==> config.mk <==
export PLATFORM = sky130hd
export DESIGN_NAME = banked_memory_mapper_with_rtc
export DESIGN_NICKNAME = d
export VERILOG_FILES = /design/src/hdl/bmm_pkg.sv /design/src/hdl/bmm_rtc.sv /design/src/hdl/bmm_decode.sv /design/src/hdl/banked_memory_mapper_with_rtc.sv
export SDC_FILE = /design/constraint.sdc
export NUM_CORES = 1
export LEC_CHECK = 0
export ABC_AREA = 1
export BUFFER_PORTS_ARGS = -buffer_cell sky130_fd_sc_hd__buf_2
export CORE_MARGIN = 4
export CORE_UTILIZATION = 55
export DETAILED_ROUTE_END_ITERATION = 8
export GPL_TIMING_DRIVEN = 0
export PLACE_DENSITY = 0.82
export SLEW_MARGIN = 0
export SYNTH_ARGS = -nofsm -noshare
export SYNTH_HDL_FRONTEND = slang
export SYNTH_SLANG_ARGS = --single-unit
==> constraint.sdc <==
create_clock -name aclk -period 3.1 [get_ports aclk]
set_input_delay 0.155 -clock aclk [delete_from_list [all_inputs] [get_ports aclk]]
set_output_delay 0.155 -clock aclk [all_outputs]
set_load 0.01 [all_outputs]
==> src/hdl/bmm_pkg.sv <==
// Shared types, codes and helper functions for the banked memory mapper with clock.
// No dependencies; every other file in hdl/ imports this package.
package bmm_pkg;

    localparam int ROM_BANK_BITS_DEF = 7;
    localparam int DAY_LIMIT_DEF     = 512;

    localparam logic [7:0] RTC_S    = 8'h08;
    localparam logic [7:0] RTC_LAST = 8'h0C;
    localparam logic [7:0] OPEN_BUS = 8'hFF;

    // Clock register positions, in select order from RTC_S upwards
    localparam logic [2:0] CLK_SEC    = 3'd0;
    localparam logic [2:0] CLK_MIN    = 3'd1;
    localparam logic [2:0] CLK_HOUR   = 3'd2;
    localparam logic [2:0] CLK_DAY_LO = 3'd3;
    localparam logic [2:0] CLK_DAY_HI = 3'd4;
    localparam int         CLK_BYTES  = 5;

    // Configuration register indexes
    localparam logic [1:0] CFG_ROM_SIZE = 2'd0;
    localparam logic [1:0] CFG_RAM_SIZE = 2'd1;

    typedef enum logic [1:0] {
        OP_READ  = 2'd0,
        OP_WRITE = 2'd1,
        OP_TICK  = 2'd2,
        OP_NOP   = 2'd3
    } op_t;

    typedef enum logic [2:0] {
        TGT_NONE      = 3'd0,
        TGT_ROM_READ  = 3'd1,
        TGT_RAM_READ  = 3'd2,
        TGT_RAM_WRITE = 3'd3,
        TGT_DATA      = 3'd4
    } target_t;

    typedef struct packed {
        target_t     target;
        logic [22:0] mem_address;
        logic [7:0]  mem_write_data;
        logic [7:0]  read_data;
    } result_t;

    // State updates requested by the decoder for one transaction
    typedef struct packed {
        logic wr_enable;
        logic wr_bank;
        logic wr_select;
        logic wr_latch;
        logic wr_clock;
        logic tick;
    } map_ctrl_t;

    // Commands to the clock block
    typedef struct packed {
        logic       tick;
        logic       latch;
        logic       clk_wr;
        logic [2:0] idx;
        logic [7:0] wdata;
    } rtc_cmd_t;

    // ROM size clamped to 15..23 bits, returned as a 23-bit address mask
    function automatic logic [22:0] rom_mask(input logic [4:0] size_log2);
        logic [4:0] n;
        n = size_log2;
        if (n < 5'd15) n = 5'd15;
        if (n > 5'd23) n = 5'd23;
        return 23'h7FFFFF >> (5'd23 - n);
    endfunction

    // RAM size clamped to 13..17 bits; only the low 16 bits reach an address
    function automatic logic [15:0] ram_mask(input logic [4:0] size_log2);
        logic [4:0]  n;
        logic [16:0] m;
        n = size_log2;
        if (n < 5'd13) n = 5'd13;
        if (n > 5'd17) n = 5'd17;
        m = 17'h1FFFF >> (5'd17 - n);
        return m[15:0];
    endfunction

endpackage

==> src/hdl/bmm_rtc.sv <==
// Clock registers: live counters with the seconds cascade, and the latched copy.
// Depends on bmm_pkg.
module bmm_rtc
    import bmm_pkg::*;
#(
    parameter int DAY_LIMIT = DAY_LIMIT_DEF
) (
    input  logic       aclk,
    input  logic       aresetn,
    input  logic       en,
    input  rtc_cmd_t   cmd,
    output logic [7:0] rd_byte
);

    localparam logic [9:0] DAY_LIM = 10'(DAY_LIMIT);

    logic [7:0] sec_reg, min_reg, hrs_reg, day_lo_reg, day_hi_reg;
    logic [7:0] sec_next, min_next, hrs_next, day_lo_next, day_hi_next;
    logic [7:0] latched_reg [CLK_BYTES];

    logic [8:0] sec_inc, min_inc, hrs_inc;
    logic [9:0] day_inc, day_wr;
    logic       sec_wrap, min_wrap, hrs_wrap, day_wrap;

    always_comb begin
        sec_inc  = {1'b0, sec_reg} + 9'd1;
        min_inc  = {1'b0, min_reg} + 9'd1;
        hrs_inc  = {1'b0, hrs_reg} + 9'd1;
        day_inc  = {1'b0, day_hi_reg[0], day_lo_reg} + 10'd1;
        sec_wrap = sec_inc >= 9'd60;
        min_wrap = min_inc >= 9'd60;
        hrs_wrap = hrs_inc >= 9'd24;
        day_wrap = day_inc >= DAY_LIM;
        day_wr   = day_wrap ? day_inc - DAY_LIM : day_inc;

        sec_next    = sec_reg;
        min_next    = min_reg;
        hrs_next    = hrs_reg;
        day_lo_next = day_lo_reg;
        day_hi_next = day_hi_reg;

        // Ripple one second through the units; the counters do not count while halted
        if (cmd.tick && !day_hi_reg[6]) begin
            sec_next = sec_wrap ? 8'(sec_inc - 9'd60) : sec_inc[7:0];
            if (sec_wrap) begin
                min_next = min_wrap ? 8'(min_inc - 9'd60) : min_inc[7:0];
                if (min_wrap) begin
                    hrs_next = hrs_wrap ? 8'(hrs_inc - 9'd24) : hrs_inc[7:0];
                    if (hrs_wrap) begin
                        day_lo_next = day_wr[7:0];
                        day_hi_next = {day_hi_reg[7] | day_wrap, day_hi_reg[6:1], day_wr[8]};
                    end
                end
            end
        end

        if (cmd.clk_wr) begin
            case (cmd.idx)
                CLK_SEC:    sec_next    = cmd.wdata;
                CLK_MIN:    min_next    = cmd.wdata;
                CLK_HOUR:   hrs_next    = cmd.wdata;
                CLK_DAY_LO: day_lo_next = cmd.wdata;
                default:    day_hi_next = cmd.wdata;
            endcase
        end
    end

    always_ff @(posedge aclk) begin
        if (!aresetn) begin
            sec_reg    <= '0;
            min_reg    <= '0;
            hrs_reg    <= '0;
            day_lo_reg <= '0;
            day_hi_reg <= '0;
            for (int k = 0; k < CLK_BYTES; k++) latched_reg[k] <= '0;
        end else if (en) begin
            sec_reg    <= sec_next;
            min_reg    <= min_next;
            hrs_reg    <= hrs_next;
            day_lo_reg <= day_lo_next;
            day_hi_reg <= day_hi_next;
            if (cmd.latch) begin
                latched_reg[CLK_SEC]    <= sec_reg;
                latched_reg[CLK_MIN]    <= min_reg;
                latched_reg[CLK_HOUR]   <= hrs_reg;
                latched_reg[CLK_DAY_LO] <= day_lo_reg;
                latched_reg[CLK_DAY_HI] <= day_hi_reg;
            end else if (cmd.clk_wr && cmd.idx <= CLK_DAY_HI) begin
                latched_reg[cmd.idx] <= cmd.wdata;
            end
        end
    end

    assign rd_byte = (cmd.idx <= CLK_DAY_HI) ? latched_reg[cmd.idx] : OPEN_BUS;

endmodule

==> src/hdl/bmm_decode.sv <==
// Address decoder: maps one bus transaction to a result and to mapper state updates.
// Depends on bmm_pkg.
module bmm_decode
    import bmm_pkg::*;
#(
    parameter int ROM_BANK_BITS = ROM_BANK_BITS_DEF
) (
    input  op_t                      op,
    input  logic [15:0]              bus_address,
    input  logic [7:0]               bus_data,
    input  logic                     enable,
    input  logic [ROM_BANK_BITS-1:0] bank_sel,
    input  logic [7:0]               select,
    input  logic [4:0]               rom_size_log2,
    input  logic [4:0]               ram_size_log2,
    input  logic [7:0]               rtc_byte,
    output result_t                  res,
    output map_ctrl_t                ctrl
);

    logic        in_ram_win;
    logic        is_clock;
    logic        no_ram;
    logic [15:0] ram_addr;
    logic [22:0] rom_lo, rom_hi;

    always_comb begin
        in_ram_win = (bus_address inside {[16'hA000:16'hBFFF]}) && enable;
        is_clock   = select inside {[RTC_S:RTC_LAST]};
        no_ram     = ram_size_log2 == 5'd0;
        ram_addr   = {select[2:0], bus_address[12:0]} & ram_mask(ram_size_log2);
        rom_lo     = 23'(bus_address[13:0]) & rom_mask(rom_size_log2);
        rom_hi     = 23'({bank_sel, bus_address[13:0]}) & rom_mask(rom_size_log2);

        res  = '{target: TGT_NONE, mem_address: '0, mem_write_data: '0, read_data: '0};
        ctrl = '0;

        case (op)
            OP_READ: begin
                if (bus_address <= 16'h3FFF) begin
                    res.target      = TGT_ROM_READ;
                    res.mem_address = rom_lo;
                end else if (bus_address <= 16'h7FFF) begin
                    res.target      = TGT_ROM_READ;
                    res.mem_address = rom_hi;
                end else if (in_ram_win && is_clock) begin
                    res.target    = TGT_DATA;
                    res.read_data = rtc_byte;
                end else if (in_ram_win && !no_ram) begin
                    res.target      = TGT_RAM_READ;
                    res.mem_address = 23'(ram_addr);
                end else begin
                    res.target    = TGT_DATA;
                    res.read_data = OPEN_BUS;
                end
            end
            OP_WRITE: begin
                if (bus_address <= 16'h1FFF) begin
                    ctrl.wr_enable = 1'b1;
                end else if (bus_address <= 16'h3FFF) begin
                    ctrl.wr_bank = 1'b1;
                end else if (bus_address <= 16'h5FFF) begin
                    ctrl.wr_select = 1'b1;
                end else if (bus_address <= 16'h7FFF) begin
                    ctrl.wr_latch = 1'b1;
                end else if (in_ram_win && is_clock) begin
                    ctrl.wr_clock = 1'b1;
                end else if (in_ram_win && !no_ram) begin
                    res.target         = TGT_RAM_WRITE;
                    res.mem_address    = 23'(ram_addr);
                    res.mem_write_data = bus_data;
                end
            end
            OP_TICK: ctrl.tick = 1'b1;
            default: ;
        endcase
    end

endmodule

==> src/hdl/banked_memory_mapper_with_rtc.sv <==
// Banked memory mapper with real-time clock: top level.
// A transaction accepted into the input stage register is decoded there and moves into the
// result register, which drives m_tvalid. Throughput: one transaction per cycle;
// input stage and result register advance together when the result is free or taken.
// Reset (aresetn low, synchronous) empties both stages and restores all mapper,
// clock and configuration registers to their documented reset values.
module banked_memory_mapper_with_rtc
    import bmm_pkg::*;
#(
    parameter int ROM_BANK_BITS = ROM_BANK_BITS_DEF,
    parameter int DAY_LIMIT     = DAY_LIMIT_DEF
) (
    input  logic        aclk,
    input  logic        aresetn,
    // input transactions
    input  logic        s_tvalid,
    output logic        s_tready,
    input  logic [23:0] s_tdata,   // [15:0] bus_address, [23:16] bus_data
    input  logic [1:0]  s_tuser,   // [1:0] opcode
    // result transactions
    output logic        m_tvalid,
    input  logic        m_tready,
    output logic [39:0] m_tdata,   // [22:0] mem_address, [30:23] mem_write_data,
                                   // [38:31] read_data, [39] zero
    output logic [2:0]  m_tuser,   // [2:0] target
    // configuration writes
    input  logic        cfg_valid,
    output logic        cfg_ready,
    input  logic [1:0]  cfg_index,
    input  logic [4:0]  cfg_data
);

    localparam logic [7:0] BANK_MASK = 8'((1 << ROM_BANK_BITS) - 1);

    // Input stage
    logic        in_valid_reg;
    op_t         in_op_reg;
    logic [15:0] in_addr_reg;
    logic [7:0]  in_data_reg;

    // Result stage
    logic        out_valid_reg;
    result_t     out_reg;

    // Mapper and configuration state
    logic                     enable_reg,   enable_next;
    logic [ROM_BANK_BITS-1:0] bank_reg,     bank_next;
    logic [7:0]               select_reg,   select_next;
    logic                     latch_reg,    latch_next;
    logic [4:0]               rom_size_reg, ram_size_reg;

    logic                     advance;
    logic [ROM_BANK_BITS-1:0] bank_wr;
    logic [7:0]               rtc_byte;
    result_t                  res;
    map_ctrl_t                ctrl;
    rtc_cmd_t                 rtc_cmd;

    // Both stages move together; the input stage refills in the same cycle
    assign advance  = in_valid_reg && (!out_valid_reg || m_tready);
    assign s_tready = !in_valid_reg || advance;
    assign cfg_ready = 1'b1;

    always_ff @(posedge aclk) begin
        if (!aresetn) begin
            in_valid_reg <= 1'b0;
        end else if (s_tready) begin
            in_valid_reg <= s_tvalid;
        end
    end

    // Payload: capture on every accepted transaction, no reset needed
    always_ff @(posedge aclk) begin
        if (s_tvalid && s_tready) begin
            in_op_reg   <= op_t'(s_tuser);
            in_addr_reg <= s_tdata[15:0];
            in_data_reg <= s_tdata[23:16];
        end
    end

    bmm_decode #(
        .ROM_BANK_BITS(ROM_BANK_BITS)
    ) u_decode (
        .op            (in_op_reg),
        .bus_address   (in_addr_reg),
        .bus_data      (in_data_reg),
        .enable        (enable_reg),
        .bank_sel      (bank_reg),
        .select        (select_reg),
        .rom_size_log2 (rom_size_reg),
        .ram_size_log2 (ram_size_reg),
        .rtc_byte      (rtc_byte),
        .res           (res),
        .ctrl          (ctrl)
    );

    // Mapper register updates; a bank write of zero selects bank one
    always_comb begin
        bank_wr     = ROM_BANK_BITS'(in_data_reg & BANK_MASK);
        enable_next = enable_reg;
        bank_next   = bank_reg;
        select_next = select_reg;
        latch_next  = latch_reg;
        if (ctrl.wr_enable) enable_next = in_data_reg[3:0] == 4'hA;
        if (ctrl.wr_bank)   bank_next   = (bank_wr == '0) ? ROM_BANK_BITS'(1) : bank_wr;
        if (ctrl.wr_select) select_next = in_data_reg;
        if (ctrl.wr_latch)  latch_next  = in_data_reg[0];
    end

    // Clock commands: latch on a rising edge of the latch bit only
    always_comb begin
        rtc_cmd.tick   = ctrl.tick;
        rtc_cmd.latch  = ctrl.wr_latch && !latch_reg && in_data_reg[0];
        rtc_cmd.clk_wr = ctrl.wr_clock;
        rtc_cmd.idx    = 3'(select_reg - RTC_S);
        rtc_cmd.wdata  = in_data_reg;
    end

    bmm_rtc #(
        .DAY_LIMIT(DAY_LIMIT)
    ) u_rtc (
        .aclk    (aclk),
        .aresetn (aresetn),
        .en      (advance),
        .cmd     (rtc_cmd),
        .rd_byte (rtc_byte)
    );

    always_ff @(posedge aclk) begin
        if (!aresetn) begin
            enable_reg    <= 1'b1;
            bank_reg      <= ROM_BANK_BITS'(1);
            select_reg    <= '0;
            latch_reg     <= 1'b0;
            rom_size_reg  <= 5'd15;
            ram_size_reg  <= 5'd0;
            out_valid_reg <= 1'b0;
        end else begin
            if (advance) begin
                enable_reg <= enable_next;
                bank_reg   <= bank_next;
                select_reg <= select_next;
                latch_reg  <= latch_next;
            end
            // Drop the result once taken, unless a new one replaces it
            if (advance) begin
                out_valid_reg <= 1'b1;
            end else if (m_tready) begin
                out_valid_reg <= 1'b0;
            end
            if (cfg_valid && cfg_ready) begin
                case (cfg_index)
                    CFG_ROM_SIZE: rom_size_reg <= cfg_data;
                    CFG_RAM_SIZE: ram_size_reg <= cfg_data;
                    default: ;
                endcase
            end
        end
    end

    always_ff @(posedge aclk) begin
        if (advance) begin
            out_reg <= res;
        end
    end

    assign m_tvalid = out_valid_reg;
    assign m_tuser  = out_reg.target;
    assign m_tdata  = {1'b0, out_reg.read_data, out_reg.mem_write_data, out_reg.mem_address};

endmodule

==> impl_metrics.json <==
{
  "rows": 49,
  "cts_root_buffer": "clkbuf_16",
  "io_buffers": 79,
  "cts_tree": "yes",
  "drive_gt1_share_pct": 13.27,
  "fin_cells": 1555,
  "synth_top_cell_area_share_pct": 38.77,
  "core_area_mm2": 0.01796,
  "layout_commonest_cell": "nand2_1",
  "clock_latency_ns": 0.50,
  "post_cts_buffers": 0,
  "grt_use_met3_pct": 4.626,
  "syn_area_per_cell_um2": 8.771,
  "synth_area_leaders": "edfxtp_1, dfxtp_1, nand2_1",
  "initialDrtViolationCount": 1222,
  "setup_viol": 0,
  "grt_max_degree": 28,
  "sw_frac_of_total_pct": 22.73,
  "grt_pass1_vias": 8728,
  "critPathMaxStageDelay_ns": 0.57,
  "start_util_pct": 56.06,
  "grt_use_total_pct": 28.10,
  "grt_pass1_wl_um": 45840,
  "arrival_ns": 3.05,
  "clkSinkCount": 202,
  "netlist-cell-type-count": 57,
  "first_pass_iters": 8,
  "period_needed_ns": 2.886,
  "leakagePower_nw": 4.871,
  "yosysSeqAreaShare_pct": 53.08,
  "worstSetupStartpointType": "register",
  "end_kind": "register",
  "antenna_left": 0,
  "dpl-instance-area_mm2": 0.01087,
  "post-route-util_pct": 66.56,
  "via_per_inst": 5.946,
  "antenna_found_initial": 0,
  "crit_family": "simple AND/OR/NAND/NOR gates",
  "min_path_type": "input port to register",
  "final_nets": 1360,
  "post-route-period-util_pct": 93.08,
  "clock_path_buffers": 3,
  "pwr-share-clk_pct": 44.4,
  "dp_cells": 1483,
  "synth_flop_cell": "edfxtp_1",
  "syn_inst": 1148,
  "status": "complete, no violations",
  "numCtsBuffers": 21,
  "seq_power_share_pct": 49.2,
  "top_usage_layer": "met2",
  "power.density_mw_per_mm2": 516.6,
  "p_comb_share_pct": 6.4,
  "crit_path_max_fanout": 10,
  "drv_cap": 0,
  "h-tree-depth": 1,
  "syn_to_final_growth_pct": 18.74,
  "p_total_mw": 6.177,
  "switchingPower_mw": 1.404,
  "pin_count": 84,
  "yosysTopAreaCell": "edfxtp_1",
  "path_clk_slew_ns": 0.07,
  "fp.dieH_um": 143.3,
  "slowest_stage": "nor3_4",
  "vias": 9246,
  "maxSlewViolCount": 0,
  "cp_common_cell": "nand2_2",
  "postSynth.asyncResetShare_pct": 0,
  "setup_ws_ns": 0.2144,
  "yosys_warnings": 0,
  "vdd_drop_max_uv": 502.0,
  "largest_register_ffs": 64,
  "post_drt_wl_per_cell_um": 18.82,
  "hold_viol_final": 0,
  "met1_usage_pct": 37.82,
  "drcViolationCount": 0,
  "grt_overflow": 0,
  "met2_usage_pct": 46.34,
  "gp_congestion": 0.9646,
  "dpl.hpwl_um": 19550,
  "dp_slack_ns": 0.3071,
  "routed_wl_um": 29270,
  "final_area_mm2": 0.01196,
  "critPathBufInv": 3,
  "die_area_mm2": 0.02054,
  "clock.fmax_mhz": 346.6,
  "layout_common_cells": "nand2_1, inv_1, edfxtp_1",
  "max-slew-margin-rel_pct": 36.62,
  "cell_internal_pwr_mw": 4.773,
  "finalClockSkew_ns": 0.007016,
  "die_w_um": 143.3,
  "antennaDiodeCount": 0,
  "rsz0062_at_grt": "no",
  "ys_ff_latch": 202,
  "path_cells": "inv_1 -> nand4_2 -> nor3_4 -> nand2_4 -> inv_2 -> nand2_2 -> nor2_4 -> buf_4 -> nand2_2 -> nand2_1",
  "crit_type": "register to register",
  "synth-edff-count": 130,
  "worstMarginPinSlew_ns": 0.9497,
  "synth_area_mm2": 0.01007,
  "cp.required_ns": 3.26,
  "fillCellCount": 1316
}
repair_timing:
action / in CTS / in global routing
hold endpoints to repair: 36 / 0
gates resized for setup: 0 / 0
hold buffers: 34 / 0
power groups by stage:
| stage | logic [mW] | clock network, mW | registers (mW) |
|---|---|---|---|
| 2_1_floorplan | 0.200 | 0 | 3.07 |
| 3_3_place_gp | 0.329 | 0 | 3.09 |
| 3_5_place_dp | 0.341 | 0 | 3.09 |
| 4_1_cts | 0.379 | 2.74 | 3.03 |
| 5_1_grt | 0.429 | 2.86 | 3.04 |
| 6_report | 0.397 | 2.74 | 3.04 |
stage by stage:
step	TNS (ns)	hold WS, ns
2_1_floorplan	0	0.2539
3_3_place_gp	-6.123	0.3309
3_5_place_dp	0	0.3331
4_1_cts	0	0.01361
5_1_grt	0	0.05591
6_report	0	0.04251
Yosys cell counts, drive strengths merged (3+ instances only):
master  instances
a21boi          3
a21oi         123
a221o          16
a31oi          11
buf            24
clkbuf         27
clkinv         10
dfxtp          72
edfxtp        130
ha             11
inv           141
nand2         228
nand3          78
nand4          24
nor2           70
nor3           17
nor4            4
o211ai          6
o21ai          96
o21bai          3
o22ai          24
xor2            7
worst reg2reg max path, stage by stage (launching register included):
cell and delay (ns):
edfxtp_1 0.42, inv_1 0.15, nand4_2 0.18, nor3_4 0.57, nand2_4 0.14, inv_2 0.09, nand2_2 0.08, nor2_4 0.20
buf_4 0.22, nand2_2 0.16, nand2_1 0.36
final cells by class:
class | count | area, um2 | share of cell area [%]
Sequential cell | 202 | 5345 | 44.70
Multi-Input combinational cell | 770 | 3998 | 33.43
Timing Repair Buffer | 114 | 755.7 | 6.321
Inverter | 151 | 568.0 | 4.751
Clock buffer | 24 | 536.8 | 4.489
Tap cell | 229 | 286.5 | 2.396
Buffer | 51 | 257.7 | 2.156
Clock inverter | 14 | 209.0 | 1.748
worst paths after layout:
kind              depth (start not counted)  slack, ns            start                       to
setup / recovery                         10       0.21  in_addr_reg[14]  u_rtc.latched_reg[1][4]
hold / removal                            4       0.04     cfg_index[0]          rom_size_reg[2]
setup reg to reg                         10       0.21  in_addr_reg[14]  u_rtc.latched_reg[1][4]
hold reg to reg                           2       0.49  rom_size_reg[2]          rom_size_reg[2]
cells by family (layout without fill, tap and decap cells):
kind of cell	after synthesis	count (layout)	share of synthesized area [%]
AOI/OAI and AO/OA	293	293	16.54
xor gates and xnor gates	9	9	0.7828
adders and majority gates	11	11	1.367
buffers and inverters	202	354	8.188
DFF	202	202	53.08
other	2	28	0.07458
and+or+nand+nor	429	429	19.97
layer usage:
metal	share of wire [%]	up-vias	routed length, um
met2	47	626	13880
met3	11	102	3186
met5	0	-	0
met1	38	4248	11050
met4	3.9	0	1150
li1	-	4270	-
Note: power is estimated with default switching activity, not from simulation.
